--- src/hdl/ecfe_pkg.sv ---
// types, constants and crc function of the escaped crc frame encoder
`timescale 1ns / 1ps

package ecfe_pkg;

  localparam int unsigned MAX_PAYLOAD_DEF = 32;

  localparam logic [15:0] CRC_POLY = 16'h1021;
  localparam logic [15:0] CRC_INIT = 16'hFFFF;

  localparam logic [7:0] MARK_START  = 8'hA5;
  localparam logic [7:0] MARK_END    = 8'hC0;
  localparam logic [7:0] MARK_ESC    = 8'hDB;
  localparam logic [7:0] TYPE_BINARY = 8'h01;
  localparam logic [7:0] CHAR_CR     = 8'h0D;
  localparam logic [7:0] CHAR_LF     = 8'h0A;

  localparam logic [7:0] ESC_START = 8'hDE;
  localparam logic [7:0] ESC_END   = 8'hDC;
  localparam logic [7:0] ESC_ESC   = 8'hDD;
  localparam logic [7:0] ESC_CR    = 8'hD0;
  localparam logic [7:0] ESC_LF    = 8'hD1;

  typedef enum logic [1:0] {
    CMD_START  = 2'd0,
    CMD_APPEND = 2'd1,
    CMD_END    = 2'd2,
    CMD_DROP   = 2'd3
  } cmd_e;

  typedef struct packed {
    logic [1:0] cmd;
    logic [7:0] data_byte;
  } req_t;

  typedef struct packed {
    logic [7:0] first_byte;
    logic [7:0] second_byte;
    logic       paired;
    logic       last;
  } res_t;

  function automatic logic [15:0] crc16_byte(input logic [15:0] crc, input logic [7:0] data);
    logic [15:0] v;
    v = crc ^ {data, 8'h00};
    for (int i = 0; i < 8; i++) begin
      v = v[15] ? ({v[14:0], 1'b0} ^ CRC_POLY) : {v[14:0], 1'b0};
    end
    return v;
  endfunction

endpackage

--- src/hdl/ecfe_escape.sv ---
// byte stuffing of one frame byte into a single or paired symbol
`timescale 1ns / 1ps

module ecfe_escape (
  input  logic [7:0]     byte_i,
  output ecfe_pkg::res_t sym_o
);
  import ecfe_pkg::*;

  always_comb begin
    sym_o = '{first_byte: MARK_ESC, second_byte: 8'h00, paired: 1'b1, last: 1'b0};
    unique case (byte_i)
      MARK_START: sym_o.second_byte = ESC_START;
      MARK_END:   sym_o.second_byte = ESC_END;
      MARK_ESC:   sym_o.second_byte = ESC_ESC;
      CHAR_CR:    sym_o.second_byte = ESC_CR;
      CHAR_LF:    sym_o.second_byte = ESC_LF;
      default: begin
        sym_o.first_byte = byte_i;
        sym_o.paired     = 1'b0;
      end
    endcase
  end

endmodule

--- src/hdl/escaped_crc_frame_encoder.sv ---
// top level: frame buffer memory, crc and symbol sequencer
//
// channel   direction  handshake                 payload
// request   in         start high, busy low      req_i (cmd, data_byte)
// result    out        res_valid_o, one cycle    res_o (first_byte, second_byte, paired, last)
//
// start, append and drop requests keep busy low and give no result.
// an end request on an undropped frame of n bytes keeps busy high while the sequencer runs
// and gives n + 5 results at one per cycle, set by the single read port of the frame memory.
// rst_ni clears count, drop flag, crc and sequencer; the frame memory is not cleared.
// results cannot be stalled; the next request is taken while the closing result shows.
`timescale 1ns / 1ps

module escaped_crc_frame_encoder #(
  parameter int unsigned MAX_PAYLOAD = ecfe_pkg::MAX_PAYLOAD_DEF
) (
  input  logic           clk_i,
  input  logic           rst_ni,
  input  logic           start,
  input  ecfe_pkg::req_t req_i,
  output logic           busy,
  output logic           res_valid_o,
  output ecfe_pkg::res_t res_o
);
  import ecfe_pkg::*;

  localparam int unsigned CW = $clog2(MAX_PAYLOAD + 1);
  localparam int unsigned AW = (MAX_PAYLOAD > 1) ? $clog2(MAX_PAYLOAD) : 1;

  localparam logic [2:0] S_IDLE  = 3'd0;
  localparam logic [2:0] S_TYPE  = 3'd1;
  localparam logic [2:0] S_DATA  = 3'd2;
  localparam logic [2:0] S_CRCLO = 3'd3;
  localparam logic [2:0] S_CRCHI = 3'd4;
  localparam logic [2:0] S_END   = 3'd5;

  logic [2:0]    state_q, state_d;
  logic [CW-1:0] count_q, count_d;
  logic [CW-1:0] idx_q, idx_d;
  logic [CW-1:0] next_idx;
  logic          dropped_q, dropped_d;
  logic [15:0]   crc_q, crc_d;
  logic          res_valid_q, res_valid_d;
  res_t          res_q, res_d;

  logic [7:0]    mem [MAX_PAYLOAD];
  logic [7:0]    rdata_q;
  logic          wr_en, rd_en;
  logic [AW-1:0] wr_addr, rd_addr;

  logic [7:0]    esc_byte;
  res_t          esc_sym;
  logic          accept;

  assign accept   = start && !busy;
  assign next_idx = idx_q + 1'b1;
  assign wr_addr  = count_q[AW-1:0];

  ecfe_escape u_escape (
    .byte_i (esc_byte),
    .sym_o  (esc_sym)
  );

  always_comb begin
    state_d     = state_q;
    count_d     = count_q;
    idx_d       = idx_q;
    dropped_d   = dropped_q;
    crc_d       = crc_q;
    res_valid_d = 1'b0;
    res_d       = res_q;
    wr_en       = 1'b0;
    rd_en       = 1'b0;
    rd_addr     = '0;
    esc_byte    = TYPE_BINARY;
    unique case (state_q)
      S_IDLE: begin
        if (accept) begin
          unique case (req_i.cmd)
            CMD_START: begin
              count_d   = '0;
              dropped_d = 1'b0;
            end
            CMD_APPEND: begin
              if (!dropped_q) begin
                if (count_q == CW'(MAX_PAYLOAD)) begin
                  dropped_d = 1'b1;
                  count_d   = '0;
                end else begin
                  wr_en   = 1'b1;
                  count_d = count_q + 1'b1;
                end
              end
            end
            CMD_END: begin
              if (!dropped_q) begin
                res_valid_d = 1'b1;
                res_d = '{first_byte: MARK_START, second_byte: 8'h00, paired: 1'b0, last: 1'b0};
                crc_d   = CRC_INIT;
                state_d = S_TYPE;
              end
            end
            CMD_DROP: begin
              dropped_d = 1'b1;
              count_d   = '0;
            end
          endcase
        end
      end
      S_TYPE: begin
        esc_byte    = TYPE_BINARY;
        res_valid_d = 1'b1;
        res_d       = esc_sym;
        crc_d       = crc16_byte(crc_q, TYPE_BINARY);
        idx_d       = '0;
        if (count_q != '0) begin
          rd_en   = 1'b1;
          state_d = S_DATA;
        end else begin
          state_d = S_CRCLO;
        end
      end
      S_DATA: begin
        esc_byte    = rdata_q;
        res_valid_d = 1'b1;
        res_d       = esc_sym;
        crc_d       = crc16_byte(crc_q, rdata_q);
        if (next_idx == count_q) begin
          state_d = S_CRCLO;
        end else begin
          rd_en   = 1'b1;
          rd_addr = next_idx[AW-1:0];
          idx_d   = next_idx;
        end
      end
      S_CRCLO: begin
        esc_byte    = crc_q[7:0];
        res_valid_d = 1'b1;
        res_d       = esc_sym;
        state_d     = S_CRCHI;
      end
      S_CRCHI: begin
        esc_byte    = crc_q[15:8];
        res_valid_d = 1'b1;
        res_d       = esc_sym;
        state_d     = S_END;
      end
      S_END: begin
        res_valid_d = 1'b1;
        res_d = '{first_byte: MARK_END, second_byte: 8'h00, paired: 1'b0, last: 1'b1};
        state_d = S_IDLE;
      end
      default: begin
        state_d = S_IDLE;
      end
    endcase
  end

  always_ff @(posedge clk_i or negedge rst_ni) begin
    if (!rst_ni) begin
      state_q     <= S_IDLE;
      count_q     <= '0;
      idx_q       <= '0;
      dropped_q   <= 1'b0;
      crc_q       <= CRC_INIT;
      res_valid_q <= 1'b0;
    end else begin
      state_q     <= state_d;
      count_q     <= count_d;
      idx_q       <= idx_d;
      dropped_q   <= dropped_d;
      crc_q       <= crc_d;
      res_valid_q <= res_valid_d;
    end
  end

  always_ff @(posedge clk_i) begin
    res_q <= res_d;
  end

  // frame buffer, one write and one registered read port
  always_ff @(posedge clk_i) begin
    if (wr_en) begin
      mem[wr_addr] <= req_i.data_byte;
    end
    if (rd_en) begin
      rdata_q <= mem[rd_addr];
    end
  end

  assign busy        = (state_q != S_IDLE);
  assign res_valid_o = res_valid_q;
  assign res_o       = res_q;

endmodule

--- config.mk ---
export PLATFORM = sky130hd
export DESIGN_NAME = escaped_crc_frame_encoder
export DESIGN_NICKNAME = d
export VERILOG_FILES = /design/src/hdl/ecfe_pkg.sv /design/src/hdl/ecfe_escape.sv /design/src/hdl/escaped_crc_frame_encoder.sv
export SDC_FILE = /design/constraint.sdc
export NUM_CORES = 1
export LEC_CHECK = 0
export ABC_AREA = 1
export ABC_CLOCK_PERIOD_IN_PS = 3070
export BUFFER_PORTS_ARGS = -buffer_cell sky130_fd_sc_hd__buf_2
export CORE_MARGIN = 2
export CORE_UTILIZATION = 60
export DETAILED_ROUTE_END_ITERATION = 6
export MAX_ROUTING_LAYER = met4
export PLACE_DENSITY_LB_ADDON = 0.25
export SLEW_MARGIN = 20
export SYNTH_ARGS = -nofsm -noshare
export SYNTH_HDL_FRONTEND = slang
export SYNTH_SLANG_ARGS = --single-unit
--- constraint.sdc ---
create_clock -name clk_i -period 3.07 [get_ports clk_i]
set_input_delay 0 -clock clk_i [delete_from_list [all_inputs] [get_ports clk_i]]
set_output_delay 0 -clock clk_i [all_outputs]
set_load 0.02 [all_outputs]
==> Yosys cells after proc, flatten, opt, wreduce, memory -nomap -nowiden <==
Memory sizes are Yosys's and may differ from the RTL's. A register that Yosys moved wholly into a read port is not among the register bits.
Index checks and enable logic that the tools add are counted.
{ "totals": {"register_bits": 51, "mem_bits_rw": 256, "mem_count": 1, "output_inout_bits": 20, "word_cells": 131} }
{ "mem_list": {"columns": ["memory", "words", "width", "rd", "rd_ports_with_merged_regs", "write_ports", "line", "rtl"], "rows": [
  ["mem", 32, 8, 1, 1, 1, "escaped_crc_frame_encoder.sv:46", "logic [7:0] mem [MAX_PAYLOAD];"]
]} }
{ "classes": {"eq_ne": 21, "add_sub_neg": 2, "n_reduce_logical": 21, "bitwise": 18, "muxes": 58} }
{ "op_table": {"columns": ["operator", "n"], "rows": [
  ["two-way mux 13 bit", 16],
  ["two-way mux 18 bit", 3],
  ["case mux 18 bit (3 select lines)", 1],
  ["two-way mux 16 bit", 3],
  ["NOT 3 bit", 16],
  ["case mux 16 bit (3 select lines)", 1],
  ["case mux 8 bit (5 select lines)", 1],
  ["== test 8 bit (second input constant)", 3],
  ["case mux 6 bit (2 select lines)", 2],
  ["case mux 8 bit (3 select lines)", 1],
  ["two-way mux 6 bit", 3],
  ["== test 8 x 4 -> 1 bit (second input constant)", 2],
  ["two-way mux 1 bit", 16],
  ["AND reduction 4 bit", 4],
  ["XOR 16 bit", 1],
  ["case mux 3 bit (5 select lines)", 1],
  ["adder 6 x 1 -> 6 bit (second input constant)", 2],
  ["two-way mux 3 bit", 4],
  ["nonzero test 3 bit", 4],
  ["two-way mux 5 bit", 2],
  ["inequality test 2 bit (second input constant)", 5],
  ["OR reduction 5 bit", 2],
  ["two-way mux 8 bit", 1],
  ["== test 3 x 2 -> 1 bit (second input constant)", 2],
  ["other kinds (20)", 24]
]} }

==> Logic depth before layout (Yosys ltp) <==
{ "logic_depth": {"word_depth": 18, "depth_mapped": 19, "depth_no_buf": 17} }

==> Hierarchy <==
A second synthesis with hierarchy kept.
{ "unflattened": {"cells_unflattened": 1475, "hier_area_um2": 15060.7} }
{ "by_module_without_submodules": {"columns": ["mod", "seq_area_each_um2", "cells_each", "instances", "area_per_inst_um2"], "rows": [
  ["escaped_crc_frame_encoder", 9313.9, 1416, 1, 14756.7],
  ["ecfe_escape", 0.0, 59, 1, 304.0]
]} }

==> Worst setup path after synthesis <==
OpenSTA, ideal clock, no wires.
{ "synth_path": {"kind": "flip-flop to flip-flop", "from": "register idx_q[0]", "to": "register rdata_q[6] (read register of mem) (data pin)", "t_arrival_ns": 2.039, "n_path_buf": 1, "path_slack_ns": 0.778, "stages_incl_launch_ff": 17, "path_cell_list": "dfrtp_1 ha_1 nand3_1 nand2_1 nand3_1 nand2_1 nor2_1 nand3_4 nand2_4 nor2_4 inv_2 buf_2 nand3_1 nand3_1 nand2_1 nand2_1 nand2_1"} }
{ "synth_via": {"elab_chain_len": 4, "elab_cells_between_ends": 6} }
{ "synth_rtl": {"columns": ["item", "line", "rtl"], "rows": [
  ["start: declaration", "escaped_crc_frame_encoder.sv:39", "logic [CW-1:0] idx_q, idx_d;"],
  ["start signal: assignment", "escaped_crc_frame_encoder.sv:170", "idx_q <= idx_d;"],
  ["adder 6 x 1 -> 6 bit *", "escaped_crc_frame_encoder.sv:56", "assign next_idx = idx_q + 1'b1;"],
  ["== test 6 bit", "escaped_crc_frame_encoder.sv:128", "if (next_idx == count_q) begin"],
  ["two-way mux 1 bit / two-way mux 5 bit (equally long branches)", "escaped_crc_frame_encoder.sv:128", null],
  ["case mux 1 bit (2 select lines) / two-way mux 5 bit (equally long branches)", "escaped_crc_frame_encoder.sv:76", "unique case (state_q)"],
  ["end: declaration", "escaped_crc_frame_encoder.sv:47", "logic [7:0] rdata_q;"]
]} }
Mark *: on every way between the ends. The rest lies on a longest branch, timed or not.
A chain may end at the register's enable or synchronous reset.

==> Worst setup path after layout <==
{ "layout_path": {"from": "register idx_q[1]", "to": "register rdata_q[6] (read register of mem) (data pin)"} }
The elaborated chain is that of the path after synthesis.

==> key figures <==
Outcome
  – Status: completed

Pwr
  – Peak VDD IR: between 0.7 and 0.8 mV
  – P_sw: 6000 uW
  – P_int: 9270 uW
  – Sequential Power Share: 36.2%
  – Leak pwr: ~0.0069 uW
  – PD cells: 922 mW/mm^2
  – Switching Fraction: 39.3%
  – Comb pwr share: 37.6%
  – Clk pwr share: between 20% and 30%

Die
  – I/O pins: 33
  – Row cnt: 57
  – Core Box Area: approximately 0.024 mm^2
  – Die H: 161 um
  – Die W: between 150 and 200 um
  – Die ar.: 0.0260 mm^2
  – Initial Utilization: 61.1%

Yosys
  – YS warnings: 0
  – Top-area cell type share of the netlist area: between 50 and 60%
  – Share of synthesized flip-flops with an asynchronous set or reset: 10.6%
  – Post-Syn Instances: 1441
  – Dominant synthesized flop cell: edfxtp_1
  – Synth area leaders: edfxtp_1 (56%), nand3_1 (9.4%), nand2_1 (5.8%), inv_1 (5.4%), dfrtp_1 (2.9%)
  – #FFs+latches synth: 311
  – Yosys cell types: 48
  – Biggest area consumer among synthesized cells: edfxtp_1
  – Post-synth EDFFs: ~280
  – Cell area after synthesis: 0.0148 mm^2
  – Mean Syn Cell Area: 10.3 um^2
  – Synth Net Count: 1463
  – Seq/Total Area, Yosys: 62.1%

GRT
  – Antenna violations before repair: 0
  – GRT Util Overall: between 20 and 30%
  – Overflow after GRT: 0
  – Largest net degree at the start of global routing: 65
  – Vias in the first global route: between 10000 and 15000
  – First-pass GRT wire length: 57700 um

Worst hold path
  – Hold Path Class: in2reg

Timing
  – Max-slew violations: 0
  – Setup TNS: 0 ns
  – Setup ws final: approximately 0.17 ns
  – Crit path time final: 2.90 ns
  – Clk_skew: 0.0357 ns
  – Slew headroom: 47.6%
  – Final hold slack: 0.0514 ns
  – Max Fclk: 345 MHz
  – Slew @ Worst Pin: 0.786 ns
  – RSZ-0062 raised after global routing: yes
  – Final period utilization: between 90% and 100%
  – Setup-failing EPs final: 0
  – Hold Fails Final Rpt: 0

CTS
  – CTS tree: yes
  – CTS Root Buffer Type: clkbuf_16
  – Clock buffer depth: 3
  – Total CTS buffers: 34
  – TritonCTS Sinks: 311
  – CTS HTree Levels: 2
  – Reg clk slew, reported paths: roughly 0.06 ns
  – Clock Latency Late Sink: approximately 0.53 ns
  – Postcts setup bufs: 0

Drt
  – Drt total wl: 36600 um
  – Per-cell routed wire length: 19.9 um
  – Antenna Nets Post-Route: 0
  – DRT Pass-1 Iters: 7
  – Residual DRC: 0
  – Via Count: 10754
  – Vias per cell: between 5 and 6
  – Initial DRC Count: 1536

Place
  – HPWL after DPL: approximately 23000 um
  – Port Buf Inserts: 31
  – Dpl cells: 1773
  – Routability cong.: 0.933
  – Dpl ws: 0.175 ns

Worst setup path
  – Worst path required time: 3.35 ns
  – CP endpoint kind: flop
  – WP data arrival: 3.18 ns
  – Worst setup SP type: flop
  – CP Max Fanout: 56
  – Crit path kind: reg2reg

Run
  – Max-capacitance violation count: 0

Layout
  – Non-Filler Instances: 1840
  – P&R area growth vs syn: 11.8%
  – Fin nets: 1512
  – Share of cells above drive strength 1: 13.3%
  – Ant diodes: 0
  – Layout Utilization: 68.3%
repair_timing:
item / CTS / global route
hold endpoints to repair: 19 / 0
resized for setup: 0 / 2
hold buffers: 5 / 0
setup endpoints to repair: 0 / 8
cells in the final DEF, fill, tap and decap left out, types with 3 or more instances in the layout:
cell type / n
a21oi_1: 11
a32oi_1: 8
buf_12: 6
buf_2: 31
buf_4: 45
bufinv_16: 3
clkbuf_1: 9
clkbuf_16: 35
clkinv_1: 9
clkinv_2: 5
dfrtp_1: 17
dfstp_2: 16
dlygate4sd3_1: 5
edfxtp_1: 278
ha_1: 9
inv_1: 215
inv_2: 9
nand2_1: 227
nand2_2: 3
nand3_1: 279
nand3b_1: 49
nand4_1: 6
nor2_1: 81
nor2_2: 4
nor2_4: 3
nor3_1: 12
o2111ai_1: 24
o211ai_1: 5
o21ai_0: 25
o21ai_1: 8
o221ai_1: 3
or2_2: 28
xnor2_1: 10
xor2_1: 12
power by group through the flow:
stage               clock network, uW  registers, uW  logic, uW
floorplan                           0           5550       4080
global placement                    0           5580       5560
detailed placement                  0           5590       5620
CTS                              4030           5510       5670
global route                     4220           5560       6300
finish                           4000           5530       5750
sequential cells by signal (all words and copies together), names as in the netlist:
register and cells:
state_q 3, idx_q 6, rdata_q 8, crc_q 16, mem 256, dropped_q 1, count_q 6, res_o 14
res_valid_o 1
layer usage:
metal,wire (um),up-vias,global-route usage (%)
li1,-,4993,-
met1,14700,5144,40.7
met2,17500,525,47.0
met3,3210,92,4.31
met4,1140,0,9.42
met5,0,-,-
per-stage QoR:
step	total power, uW	instance area, um^2
floorplan	9630	14800
global placement	11100	15400
detailed placement	11200	15400
CTS	15200	16500
global route	16100	16600
finish	15300	16600
cell type report:
type / count / area (um^2)
clock buffer: 44 / 910
clock inverter: 18 / 179
fill: 1829 / 7690
inverter: 226 / 848
multi-input combinational: 828 / 4330
sequential: 311 / 9190
tap: 324 / 405
timing repair buffer: 89 / 686
critical path, cell delays in order, from the launching register on:
cell	delay [ns]
dfrtp_1	0.40
ha_1	0.26
nand3_1	0.13
nand2_1	0.16
nand3_1	0.09
nand2_1	0.07
nor2_1	0.06
nand3_4	0.12
buf_4	0.52
nand3b_1	0.25
nand3_1	0.18
nand3_1	0.10
nand3_1	0.14
nand2_1	0.06
nand2_1	0.06
nand2_1	0.05
synthesized netlist by cell type, types with 2 or more instances:
| cell | instances |
|---|---|
| a211oi_1 | 2 |
| a21oi_1 | 11 |
| a32oi_1 | 8 |
| buf_1 | 10 |
| buf_2 | 24 |
| buf_4 | 15 |
| buf_6 | 9 |
| clkbuf_1 | 17 |
| clkinv_1 | 2 |
| dfrtp_1 | 17 |
| dfstp_2 | 16 |
| edfxtp_1 | 278 |
| ha_1 | 9 |
| inv_1 | 215 |
| inv_2 | 9 |
| nand2_1 | 227 |
| nand2_2 | 3 |
| nand2_4 | 2 |
| nand3_1 | 279 |
| nand3_2 | 2 |
| nand3b_1 | 49 |
| nand4_1 | 6 |
| nor2_1 | 81 |
| nor2_2 | 5 |
| nor2_4 | 2 |
| nor3_1 | 12 |
| nor3_2 | 2 |
| o2111ai_1 | 24 |
| o211ai_1 | 5 |
| o21a_1 | 2 |
| o21ai_0 | 25 |
| o21ai_1 | 8 |
| o221ai_1 | 3 |
| or2_2 | 28 |
| xnor2_1 | 10 |
| xor2_1 | 12 |
worst paths after layout:
path / start / to / slack (ns) / cells past startpoint
min in group asynchronous: rst_ni / state_q[1] / 0.10 / 2
min: req_i[9] / count_q[1] / 0.05 / 5
min reg2reg: crc_q[8] / crc_q[8] / 0.53 / 2
max: idx_q[1] / rdata_q[6] / 0.17 / 15
max reg2reg: idx_q[1] / rdata_q[6] / 0.17 / 15
max in group asynchronous: rst_ni / idx_q[3] / 2.45 / 2
logic make-up (layout without fill, tap and decap cells):
family          after synthesis  count (layout)  share of synthesized area (%)
compound gates               94              94                           4.38
xor+xnor                     22              22                           1.30
fa+ha+maj                     9               9                          0.760
buf+inv                     302             377                           8.70
flops                       311             311                           62.1
mux                           1               1                         0.0676
other cells                   1               1                         0.0253
simple gates                701             701                           22.7
Power figures use the tool's default switching activity.
